### src/rtl/core/skvt_pkg.sv
// Shared types and codes for the sorted key/value table.
`default_nettype none

package skvt_pkg;

  // Operation codes
  localparam logic [1:0] OP_INSERT = 2'd0;
  localparam logic [1:0] OP_LOOKUP = 2'd1;
  localparam logic [1:0] OP_UPDATE = 2'd2;
  localparam logic [1:0] OP_LIST   = 2'd3;

  // Status codes
  localparam logic [1:0] ST_OK      = 2'd0;
  localparam logic [1:0] ST_MISSING = 2'd1;
  localparam logic [1:0] ST_FULL    = 2'd2;

  typedef struct packed {
    logic [1:0]  operation;
    logic [15:0] key;
    logic [31:0] value;
  } in_item_t;

  typedef struct packed {
    logic [1:0]  status;
    logic [15:0] entry_key;
    logic [31:0] entry_value;
    logic        last;
  } out_item_t;

  // One stored table entry
  typedef struct packed {
    logic [15:0] key;
    logic [31:0] value;
  } entry_t;

endpackage

`default_nettype wire

### src/rtl/core/skvt_mem.sv
// Entry storage: one write port, one registered read port.
`default_nettype none

module skvt_mem import skvt_pkg::*; #(
  parameter int DEPTH = 32,
  parameter int AW    = 5
) (
  input  wire logic          clk,
  input  wire logic          wr_en,
  input  wire logic [AW-1:0] wr_addr,
  input  wire entry_t        wr_data,
  input  wire logic          rd_en,
  input  wire logic [AW-1:0] rd_addr,
  output entry_t             rd_data
);

  entry_t mem [DEPTH];
  entry_t rd_data_r;

  // Write the entry at the write address
  always_ff @(posedge clk) begin
    if (wr_en) begin
      mem[wr_addr] <= wr_data;
    end
  end

  // Register the read data; hold it between reads
  always_ff @(posedge clk) begin
    if (rd_en) begin
      rd_data_r <= mem[rd_addr];
    end
  end

  assign rd_data = rd_data_r;

endmodule

`default_nettype wire

### src/rtl/core/sorted_key_value_table_top.sv
// Sorted key/value table: sequencer over an entry store with separate write and read ports.
//
// Input beats carry an operation, a key and a value on in_data; results
// leave on out_data, one beat per item except list, which sends one beat
// per stored entry with last set on the final one (a single not-found beat
// when the table is empty). Both channels use valid/ready.
// One item is processed at a time; in_ready is high only while the
// sequencer is idle. All entry reads go through the one store read port:
//   lookup/update: scan entries in order until the key is met or passed
//   insert:        scan for the slot, then read each later entry and
//                  write it back one slot higher, then write the new entry
//   list:          read, then send, each entry in turn
// A finished result sits in an output register, so the next item can be
// taken while the receiver stalls; a stalled receiver holds the sequencer
// only when it has another result to hand over.
// Reset empties the table (entry count zero); store contents are not
// cleared and are never read before being written.
`default_nettype none

module sorted_key_value_table_top import skvt_pkg::*; #(
  parameter int CAPACITY = 32
) (
  input  wire logic      clk,
  input  wire logic      rst_n,
  input  wire logic      in_valid,
  output logic           in_ready,
  input  wire in_item_t  in_data,
  output logic           out_valid,
  input  wire logic      out_ready,
  output out_item_t      out_data
);

  localparam int CW = $clog2(CAPACITY + 1);
  localparam int AW = $clog2(CAPACITY);
  localparam logic [CW-1:0] CAP_C = CW'(CAPACITY);
  localparam logic [CW-1:0] ONE_C = CW'(1);

  // Sequencer states
  localparam logic [2:0] S_IDLE     = 3'd0;
  localparam logic [2:0] S_SCAN     = 3'd1;
  localparam logic [2:0] S_SHIFT    = 3'd2;
  localparam logic [2:0] S_RESP     = 3'd3;
  localparam logic [2:0] S_LIST_RD  = 3'd4;
  localparam logic [2:0] S_LIST_OUT = 3'd5;

  logic [2:0]    state_r, state_nxt;
  logic [CW-1:0] count_r, count_nxt;
  in_item_t      req_r, req_nxt;
  logic [CW-1:0] idx_r, idx_nxt;
  logic          pend_r, pend_nxt;
  logic [CW-1:0] rem_r, rem_nxt;
  logic [CW-1:0] wr_idx_r, wr_idx_nxt;
  logic [CW-1:0] pos_r, pos_nxt;
  out_item_t     res_r, res_nxt;
  logic          out_valid_r, out_valid_nxt;
  out_item_t     out_data_r, out_data_nxt;

  logic          wr_en;
  logic [AW-1:0] wr_addr;
  entry_t        wr_data;
  logic          rd_en;
  logic [AW-1:0] rd_addr;
  entry_t        rd_data;

  logic          out_free;
  logic          stop;
  logic          done;
  logic          hit;
  logic [CW-1:0] cmp_idx;
  logic [CW-1:0] found;
  logic          list_last;

  skvt_mem #(
    .DEPTH (CAPACITY),
    .AW    (AW)
  ) u_mem (
    .clk     (clk),
    .wr_en   (wr_en),
    .wr_addr (wr_addr),
    .wr_data (wr_data),
    .rd_en   (rd_en),
    .rd_addr (rd_addr),
    .rd_data (rd_data)
  );

  assign in_ready  = (state_r == S_IDLE);
  assign out_valid = out_valid_r;
  assign out_data  = out_data_r;
  assign out_free  = !out_valid_r || out_ready;

  // Sequencer next state and store access
  always_comb begin
    state_nxt     = state_r;
    count_nxt     = count_r;
    req_nxt       = req_r;
    idx_nxt       = idx_r;
    pend_nxt      = pend_r;
    rem_nxt       = rem_r;
    wr_idx_nxt    = wr_idx_r;
    pos_nxt       = pos_r;
    res_nxt       = res_r;
    out_valid_nxt = out_valid_r && !out_ready;
    out_data_nxt  = out_data_r;
    wr_en         = 1'b0;
    wr_addr       = pos_r[AW-1:0];
    wr_data       = '{key: req_r.key, value: req_r.value};
    rd_en         = 1'b0;
    rd_addr       = idx_r[AW-1:0];
    stop          = 1'b0;
    done          = 1'b0;
    hit           = 1'b0;
    found         = count_r;
    cmp_idx       = idx_r - ONE_C;
    list_last     = ((idx_r + ONE_C) == count_r);

    unique case (state_r)
      S_IDLE: begin
        if (in_valid) begin
          req_nxt  = in_data;
          idx_nxt  = '0;
          pend_nxt = 1'b0;
          rem_nxt  = '0;
          pos_nxt  = '0;
          res_nxt  = '{status: ST_MISSING, entry_key: '0, entry_value: '0, last: 1'b1};
          if (in_data.operation == OP_INSERT) begin
            if (count_r >= CAP_C) begin
              res_nxt.status = ST_FULL;
              state_nxt      = S_RESP;
            end else if (count_r == '0) begin
              state_nxt = S_SHIFT;
            end else begin
              state_nxt = S_SCAN;
            end
          end else if (count_r == '0) begin
            state_nxt = S_RESP;
          end else if (in_data.operation == OP_LIST) begin
            state_nxt = S_LIST_RD;
          end else begin
            state_nxt = S_SCAN;
          end
        end
      end

      S_SCAN: begin
        // Compare the entry read last cycle
        if (pend_r) begin
          if (cmp_idx == '0 && req_r.operation == OP_INSERT) begin
            stop = (rd_data.key > req_r.key);
          end else begin
            stop = (rd_data.key >= req_r.key);
          end
        end
        if (stop) begin
          done  = 1'b1;
          found = cmp_idx;
          hit   = (rd_data.key == req_r.key);
        end else if (idx_r != count_r) begin
          // Issue the next read
          rd_en    = 1'b1;
          idx_nxt  = idx_r + ONE_C;
          pend_nxt = 1'b1;
        end else begin
          pend_nxt = 1'b0;
          done     = !pend_r;
        end
        if (done) begin
          if (req_r.operation == OP_INSERT) begin
            pos_nxt   = found;
            rem_nxt   = count_r - found;
            idx_nxt   = count_r - ONE_C;
            pend_nxt  = 1'b0;
            state_nxt = S_SHIFT;
          end else begin
            state_nxt = S_RESP;
            if (hit) begin
              res_nxt.status    = ST_OK;
              res_nxt.entry_key = rd_data.key;
              if (req_r.operation == OP_UPDATE) begin
                res_nxt.entry_value = req_r.value;
                wr_en               = 1'b1;
                wr_addr             = found[AW-1:0];
                wr_data             = '{key: rd_data.key, value: req_r.value};
              end else begin
                res_nxt.entry_value = rd_data.value;
              end
            end
          end
        end
      end

      S_SHIFT: begin
        // Write back the entry read last cycle one slot higher
        if (pend_r) begin
          wr_en   = 1'b1;
          wr_addr = wr_idx_r[AW-1:0];
          wr_data = rd_data;
        end
        if (rem_r != '0) begin
          rd_en      = 1'b1;
          wr_idx_nxt = idx_r + ONE_C;
          idx_nxt    = idx_r - ONE_C;
          rem_nxt    = rem_r - ONE_C;
          pend_nxt   = 1'b1;
        end else begin
          pend_nxt = 1'b0;
          if (!pend_r) begin
            // Drop the new entry into its slot
            wr_en     = 1'b1;
            wr_addr   = pos_r[AW-1:0];
            count_nxt = count_r + ONE_C;
            res_nxt   = '{status: ST_OK, entry_key: '0, entry_value: '0, last: 1'b1};
            state_nxt = S_RESP;
          end
        end
      end

      S_RESP: begin
        if (out_free) begin
          out_valid_nxt = 1'b1;
          out_data_nxt  = res_r;
          state_nxt     = S_IDLE;
        end
      end

      S_LIST_RD: begin
        rd_en     = 1'b1;
        state_nxt = S_LIST_OUT;
      end

      S_LIST_OUT: begin
        if (out_free) begin
          out_valid_nxt = 1'b1;
          out_data_nxt  = '{status: ST_OK, entry_key: rd_data.key,
                            entry_value: rd_data.value, last: list_last};
          idx_nxt       = idx_r + ONE_C;
          state_nxt     = list_last ? S_IDLE : S_LIST_RD;
        end
      end

      default: begin
        state_nxt = S_IDLE;
      end
    endcase
  end

  // Control registers
  always_ff @(posedge clk) begin
    if (!rst_n) begin
      state_r     <= S_IDLE;
      count_r     <= '0;
      pend_r      <= 1'b0;
      out_valid_r <= 1'b0;
    end else begin
      state_r     <= state_nxt;
      count_r     <= count_nxt;
      pend_r      <= pend_nxt;
      out_valid_r <= out_valid_nxt;
    end
  end

  // Payload and working registers
  always_ff @(posedge clk) begin
    req_r      <= req_nxt;
    idx_r      <= idx_nxt;
    rem_r      <= rem_nxt;
    wr_idx_r   <= wr_idx_nxt;
    pos_r      <= pos_nxt;
    res_r      <= res_nxt;
    out_data_r <= out_data_nxt;
  end

endmodule

`default_nettype wire

### config.mk
export PLATFORM = sky130hd
export DESIGN_NAME = sorted_key_value_table_top
export DESIGN_NICKNAME = d
export VERILOG_FILES = /design/src/rtl/core/skvt_pkg.sv /design/src/rtl/core/skvt_mem.sv /design/src/rtl/core/sorted_key_value_table_top.sv
export SDC_FILE = /design/constraint.sdc
export NUM_CORES = 2
export LEC_CHECK = 0
export BUFFER_PORTS_ARGS = -buffer_cell sky130_fd_sc_hd__buf_2
export CORE_MARGIN = 2
export CORE_UTILIZATION = 60
export DETAILED_ROUTE_END_ITERATION = 8
export PLACE_DENSITY = 0.76
export SYNTH_ARGS = -nofsm -noshare
export SYNTH_HDL_FRONTEND = slang
export SYNTH_SLANG_ARGS = --single-unit
### constraint.sdc
create_clock -name clk -period 9.36 [get_ports clk]
set_clock_uncertainty 0.05 [all_clocks]
set_input_delay 1.872 -clock clk [delete_from_list [all_inputs] [get_ports clk]]
set_output_delay 1.872 -clock clk [all_outputs]
set_load 0.05 [all_outputs]
; ---- After elaboration in Yosys (flattened, before gate mapping)
; Memories as Yosys holds them, arrays and structs flattened. A register that Yosys moved wholly into a read port is not among the register bits.
; Cells that the tools add are included.
[totals]
ff_bits = 185
ram_bits = 1536
inputBits = 54
elab_cells = 168
mem_count = 1
[mem_list]
columns = name, depth, width, read_ports, rd_ports_with_merged_regs, wr, line
row1 = u_mem.mem, 32, 48, 1, 1, 1, skvt_mem.sv:17  ; entry_t mem [DEPTH];
[op_classes]
add_sub_neg = 6
n_lt_le_gt_ge = 3
n_eq_ne = 20
muxes = 88
bitwise = 2
reduce_logical = 29
[ops]
columns = operator, count
row1 = 2-to-1 mux 51 bit, 5
row2 = 2-to-1 mux 48 bit, 5
row3 = 2-to-1 mux 50 bit, 3
row4 = one-hot mux 50 bit (3 select lines), 1
row5 = one-hot mux 51 bit (2 select lines), 1
row6 = one-hot mux 48 bit (2 select lines), 1
row7 = 2-to-1 mux 6 bit, 12
row8 = 2-to-1 mux 5 bit, 9
row9 = 2-to-1 mux 32 bit, 1
row10 = 2-to-1 mux 3 bit, 10
row11 = 2-to-1 mux 1 bit, 27
row12 = one-hot mux 6 bit (4 select lines), 1
row13 = != test 2 bit (second input constant), 10
row14 = one-hot mux 5 bit (2 select lines), 2
row15 = one-hot mux 3 bit (6 select lines), 1
row16 = one-hot mux 6 bit (3 select lines), 1
row17 = subtractor 6 x 1 -> 6 bit (second input constant), 3
row18 = == test 16 bit, 1
row19 = >= comparator 16 bit, 1
row20 = greater-than comparator 16 bit, 1
row21 = adder 6 x 1 -> 6 bit (second input constant), 2
row22 = zero test 6 bit, 2
row23 = AND reduction 4 bit, 3
row24 = 2-to-1 mux 2 bit, 4
row25 = other kinds (26), 41

; ---- Longest topological paths before layout
[depth]
depth_word = 14
mapped_depth = 19
mapped_depth_nobuf = 17

; ---- Cells and area by module
; A second synthesis with hierarchy kept.
[hier_totals]
hier_cells = 4218
area_unflattened_um2 = 70647.8
[by_module_without_submodules]
columns = mod, n_inst, cells_per_inst, area_each_um2
row1 = skvt_mem, 1, 3364, 61205.0
row2 = sorted_key_value_table_top, 1, 854, 9442.8

; ---- Worst setup path before layout
; No wires, ideal clock.
[synth_path]
path_type = register to register
startpoint = register idx_r[0]
endpoint = register res_r[10] (netlist name) (enable)
setup_ps = 519
arrival_ps = 5991
slack_ps = 2799
stages_incl_launch_ff = 12
synth_period_minus_slack_ps = 6561
cell_sequence = edfxtp_1 -> clkbuf_1 -> clkbuf_1 -> buf_2 -> inv_1 -> ha_1 -> xor2_1 -> nor4_2 -> a31oi_2 -> mux2_4 -> o21ai_1 -> nor3_1
[synth_between]
elab_chain_cells = 10
elab_cells_between_ends = 15
classes_between = 1 x add/sub / 3 x eq/ne / 8 x mux / 3 x reduce/logical
[synth_rtl]
columns = item, line
row1 = "start, declared", sorted_key_value_table_top.sv:49  ; logic [CW-1:0] idx_r, idx_nxt;
row2 = "start signal, assigned", sorted_key_value_table_top.sv:264  ; idx_r <= idx_nxt;
row3 = subtractor 6 x 1 -> 6 bit (*), sorted_key_value_table_top.sv:113  ; cmp_idx = idx_r - ONE_C;
row4 = named net cmp_idx[0], sorted_key_value_table_top.sv:69  ; logic [CW-1:0] cmp_idx;
row5 = zero test 6 bit (*), sorted_key_value_table_top.sv:147  ; if (cmp_idx == '0 && req_r.operation == OP_INSERT) begin
row6 = logical AND 1 bit (*), sorted_key_value_table_top.sv:147
row7 = 2-to-1 mux 1 bit (*), sorted_key_value_table_top.sv:147
row8 = 2-to-1 mux 1 bit (*), sorted_key_value_table_top.sv:146  ; if (pend_r) begin
row9 = 2-to-1 mux 1 bit (*), sorted_key_value_table_top.sv:116  ; unique case (state_r)
row10 = 2-to-1 mux 1 bit, sorted_key_value_table_top.sv:153  ; if (stop) begin
row11 = 2-to-1 mux 1 bit, sorted_key_value_table_top.sv:116
row12 = != test 2 bit (no line), --
row13 = AND reduction 7 bit (no line) (*), --
row14 = "end signal, assigned", sorted_key_value_table_top.sv:268  ; res_r <= res_nxt;
row15 = "end, declared", sorted_key_value_table_top.sv:54  ; out_item_t res_r, res_nxt;
; The timed path passes the listed nets; every way through them passes the cells marked *. The select of a mux whose other input is x is not followed.
; A chain may end at the register's enable or synchronous reset.

; ---- Final worst setup path
[layout_path]
startpoint = register u_mem.rd_data[42] (netlist name)
endpoint = memory u_mem.mem[20][40] (netlist name) (enable)
[layout_between]
elab_chain_cells = 12
elab_cells_between_ends = 23
classes_between = 2 x order compare / 1 x eq/ne / 20 x mux
[layout_rtl]
columns = item, line
row1 = >= comparator 16 bit / greater-than comparator 16 bit (equally long branches), "sorted_key_value_table_top.sv:150, sorted_key_value_table_top.sv:148"
row2 = 2-to-1 mux 1 bit, sorted_key_value_table_top.sv:147
row3 = 2-to-1 mux 1 bit, sorted_key_value_table_top.sv:146
row4 = 2-to-1 mux 1 bit, sorted_key_value_table_top.sv:116
row5 = 2-to-1 mux 1 bit, sorted_key_value_table_top.sv:153
row6 = 2-to-1 mux 1 bit, sorted_key_value_table_top.sv:116
row7 = 2-to-1 mux 1 bit, sorted_key_value_table_top.sv:175  ; if (hit) begin
row8 = 2-to-1 mux 1 bit, sorted_key_value_table_top.sv:167  ; if (req_r.operation == OP_INSERT) begin
row9 = 2-to-1 mux 1 bit, sorted_key_value_table_top.sv:166  ; if (done) begin
row10 = one-hot mux 1 bit (2 select lines), sorted_key_value_table_top.sv:116
row11 = 2-to-1 mux 1 bit, skvt_mem.sv:22  ; if (wr_en) begin
row12 = 2-to-1 mux 1 bit (not written as such), skvt_mem.sv:23  ; mem[wr_addr] <= wr_data;
row13 = "end, declared", skvt_mem.sv:17
; Several ways; a longest one is shown, not always the timed one. The select of a mux whose other input is x is not followed.

==> flow_summary_export.csv <==
group,metric,value,unit
status,status,"complete, no violations",
critical_path,required,9720,ps
clock_network,cts_setup_buffers,0,
global_routing,grt_pass1_vias,37100,
critical_path,cp-start-kind,"flop",
route,detail_route.first_pass.iterations,9,
clock_network,cts.sinks,1768,
final_layout,layout-drive-gt1-share,17.6,%
floorplan,ios,107,
floorplan,start_util,60.5,%
yosys,synthArstFlopShare,0,%
clock_network,path_clk_slew,60,ps
global_routing,grt.met1_usage,43.2,%
critical_path,max_stage_delay,1170,ps
power_and_ir_drop,irDropWorstVdd,0.000317,V
yosys,avgSynthCellArea,18.4,um2
critical_path,crit_type,"flop to flop",
floorplan,dieArea,0.118,mm2
yosys,ys.flop_type,"edfxtp_1",
floorplan,fp-row-count,124,
placement,dpl.hpwl,91300,um
critical_path,crit_family,"simple AND/OR/NAND/NOR gates",
floorplan,die_width,344,um
yosys,netlist_instances,3775,
final_layout,seqCellArea,0.0530,mm2
run,max_cap_viol_count,0,
route,routed_wl,177000,um
floorplan,fp.dieH,344,um
sta,holdWs,468,ps
clock_network,numCtsBuffers,170,
floorplan,coreArea,0.115,mm2
min_path,hp-class,"flop to flop",
clock_network,cts.hold.buffers_added,0,
clock_network,max-clock-path-buffers,3,
yosys,synth_enable_flop_cells,1757,
final_layout,area_delta_synth_final,11.3,%
critical_path,cp.arrival,6160,ps
route,ant_nets,0,
critical_path,crit_fanout,26,
global_routing,grt_max_degree,121,
global_routing,antenna_found_initial,7,
sta,setup_violations,0,
min_path,hold_start,"res_r[45]$_DFFE_PP_",
yosys,ys_seq_elements,1768,
yosys,synth_cell_type_count,59,
final_layout,fill_cells,7169,
route,routedWlPerCell,31.9,um
power_and_ir_drop,p_per_area,311,mW/mm2
route,via_per_inst,6.86,
clock_network,cts_max_level,4,
sta,fin_crit,5800,ps
sta,slew_violations,0,
global_routing,grt_pass1_wl,255000,um
clock_network,insertion_delay,800,ps
global_routing,met3_usage,7.04,%
critical_path,cp_slowest_cell,"nor2_4",
global_routing,grt.met2_usage,46.3,%
critical_path,r2r_start,"u_mem.rd_data[42]$_DFFE_PP_",
critical_path,path_buf_inv,1,
route,first_iter_violations,5782,
global_routing,grt_use_total,30.1,%
critical_path,worst-r2r-setup-slack,3560,ps
clock_network,tritoncts,"yes",
placement,place.gp.congestion,0.852,
final_layout,fin_nets,3992,
placement,portBuffers,106,
yosys,seq_area_frac_synth,76.4,%
route,vias,38100,
sta,hold_viol,0,
power_and_ir_drop,p_leak,25.1,nW
global_routing,gr-total-overflow,0,
sta,rsz0062_at_grt,"false",
sta,worst_slew_pin_slew,1270,ps
route,drc,0,
critical_path,worstPathCellList,"ha_1 > nand4_1 > or4_1 > o31a_1 > o21ai_0 > nand3_1 > nor2_4 > buf_4",
sta,max-slew-margin-rel,15.1,%
final_layout,multi_input_area,0.0157,mm2
clock_network,root_buffer,"clkbuf_16",
critical_path,end_kind,"flop",
yosys,netlist_area,0.0693,mm2
sta,fin_tns_setup,0,ps
critical_path,startpoint,"u_mem.rd_data[42]$_DFFE_PP_",
yosys,yosys_warnings,0,
sta,fin_crit_sh,62.0,%
sta,fmax,172,MHz
yosys,synth_nets,3859,
clock_network,cts_resized,0,
global_routing,top_usage_layer,"met2",
## worst register-to-register path: stages, from the launching register on
cell and delay [ps]:
edfxtp_1 450, ha_1 330, nand4_1 190, or4_1 700, o31a_1 750, o21ai_0 340
nand3_1 720, nor2_4 1180, buf_4 700
## registers in the layout, indices dropped and copies added (netlist names)
signal         count
state_r            3
u_mem.mem       1536
out_data          51
pend_r             1
u_mem.rd_data     48
count_r            6
wr_idx_r           5
res_r             50
rem_r              6
pos_r              5
out_valid          1
idx_r              6
req_r             50
## cell usage in the layout, fill, tap and decap left out, types with 9 or more instances in the layout
master	instances
buf_2	106
mux2i_1	295
and3_1	23
a21oi_1	103
o22ai_1	63
clkbuf_1	35
clkinv_1	49
xor2_1	12
nor2_4	34
nand3_1	10
inv_1	30
nor3_1	15
and2_1	9
xnor2_1	26
bufinv_16	13
edfxtp_1	1757
clkbuf_16	173
o21ai_0	102
clkinv_2	21
dfxtp_1	11
buf_4	64
ha_1	29
mux4_2	240
mux2_2	15
nand2_1	467
o221ai_1	191
nor2_1	31
## routing by layer
layer	vias up	part of all wire, %
li1	15500	-
met1	19400	37
met2	2774	47
met3	370	13
met4	6	3.3
met5	-	0.081
## report_power, final
group	total [mW]	switching (mW)	internal (mW)
registers	10.3	0.274	10.0
logic	7.02	4.73	2.29
clock network	6.65	2.90	3.75
## cells in the mapped netlist (all sizes together) (2+ instances only)
master     n  area, um2
mux2      17        199
a2111o     2       22.5
and3      23        144
nand4      8       56.3
a221o      4       40.0
o31ai      7       52.6
buf       70        297
xor2      12        105
nand2    472       1770
a21oi    103        515
nor2b      9       56.3
a22oi      5       37.5
nor3      17       85.1
nor2      65        254
ha        29        363
o22ai     63        394
nand3     10       50.1
o21a       2       15.0
a211oi     6       45.0
and2      10       62.6
edfxtp  1757      52800
a31oi      3       25.0
a21o       4       30.0
xnor2     26        228
mux2i    295       2950
o221ai   191       1670
o21ai    106        531
inv       30        113
or2        4       27.5
nor3b      3       22.5
clkbuf   144        541
mux4     240       5410
clkinv     3       11.3
dfxtp     11        220
o211ai     3       22.5
nand2b     7       51.3
## metrics by stage
| stage | area (um2) | util, % | power, mW | setup WS (ps) | std cells |
|---|---|---|---|---|---|
| finish | 77100 | 67.4 | 24.0 | 3560 | 5553 |
| global route | 77100 | 67.4 | 24.7 | 3400 | 5551 |
| CTS | 77100 | 67.4 | 23.9 | 3620 | 5551 |
| detailed placement | 71800 | 62.7 | 17.3 | 3680 | 5248 |
| global placement | 71800 | 62.7 | 17.2 | 3790 | 5248 |
| floorplan | 69300 | - | 15.0 | 2800 | 3775 |
## final timing paths
kind,to,depth (start not counted)
setup / recovery,u_mem.mem[20][40]$_DFFE_PP_,8
hold / removal,out_data[45]$_DFFE_PP_,2
hold reg to reg,out_data[45]$_DFFE_PP_,2
setup reg to reg,u_mem.mem[20][40]$_DFFE_PP_,8
## final cells by class
type	instances	area share, %
inverters	33	0.164
clock inverters	95	1.12
flip-flops and latches	1768	68.7
well taps	1512	2.45
repair buffers	175	1.44
clock buffers	208	5.78
multi-input cells	1760	20.3
diodes	2	0.00649
## cell families (layout without fill, tap and decap cells)
logic type                 Yosys count  count (layout)  share of synthesized area (%)
AOI/OAI and AO/OA                  505             505                           4.99
xor gates and xnor gates            38              38                          0.480
adders and majority gates           30              30                          0.552
buffers and inverters              247             511                           1.39
DFF                               1768            1768                           76.4
muxes                              552             552                           12.3
other                                0               2                              0
and+or+nand+nor                    635             635                           3.81
Power figures use the tool's default switching activity.
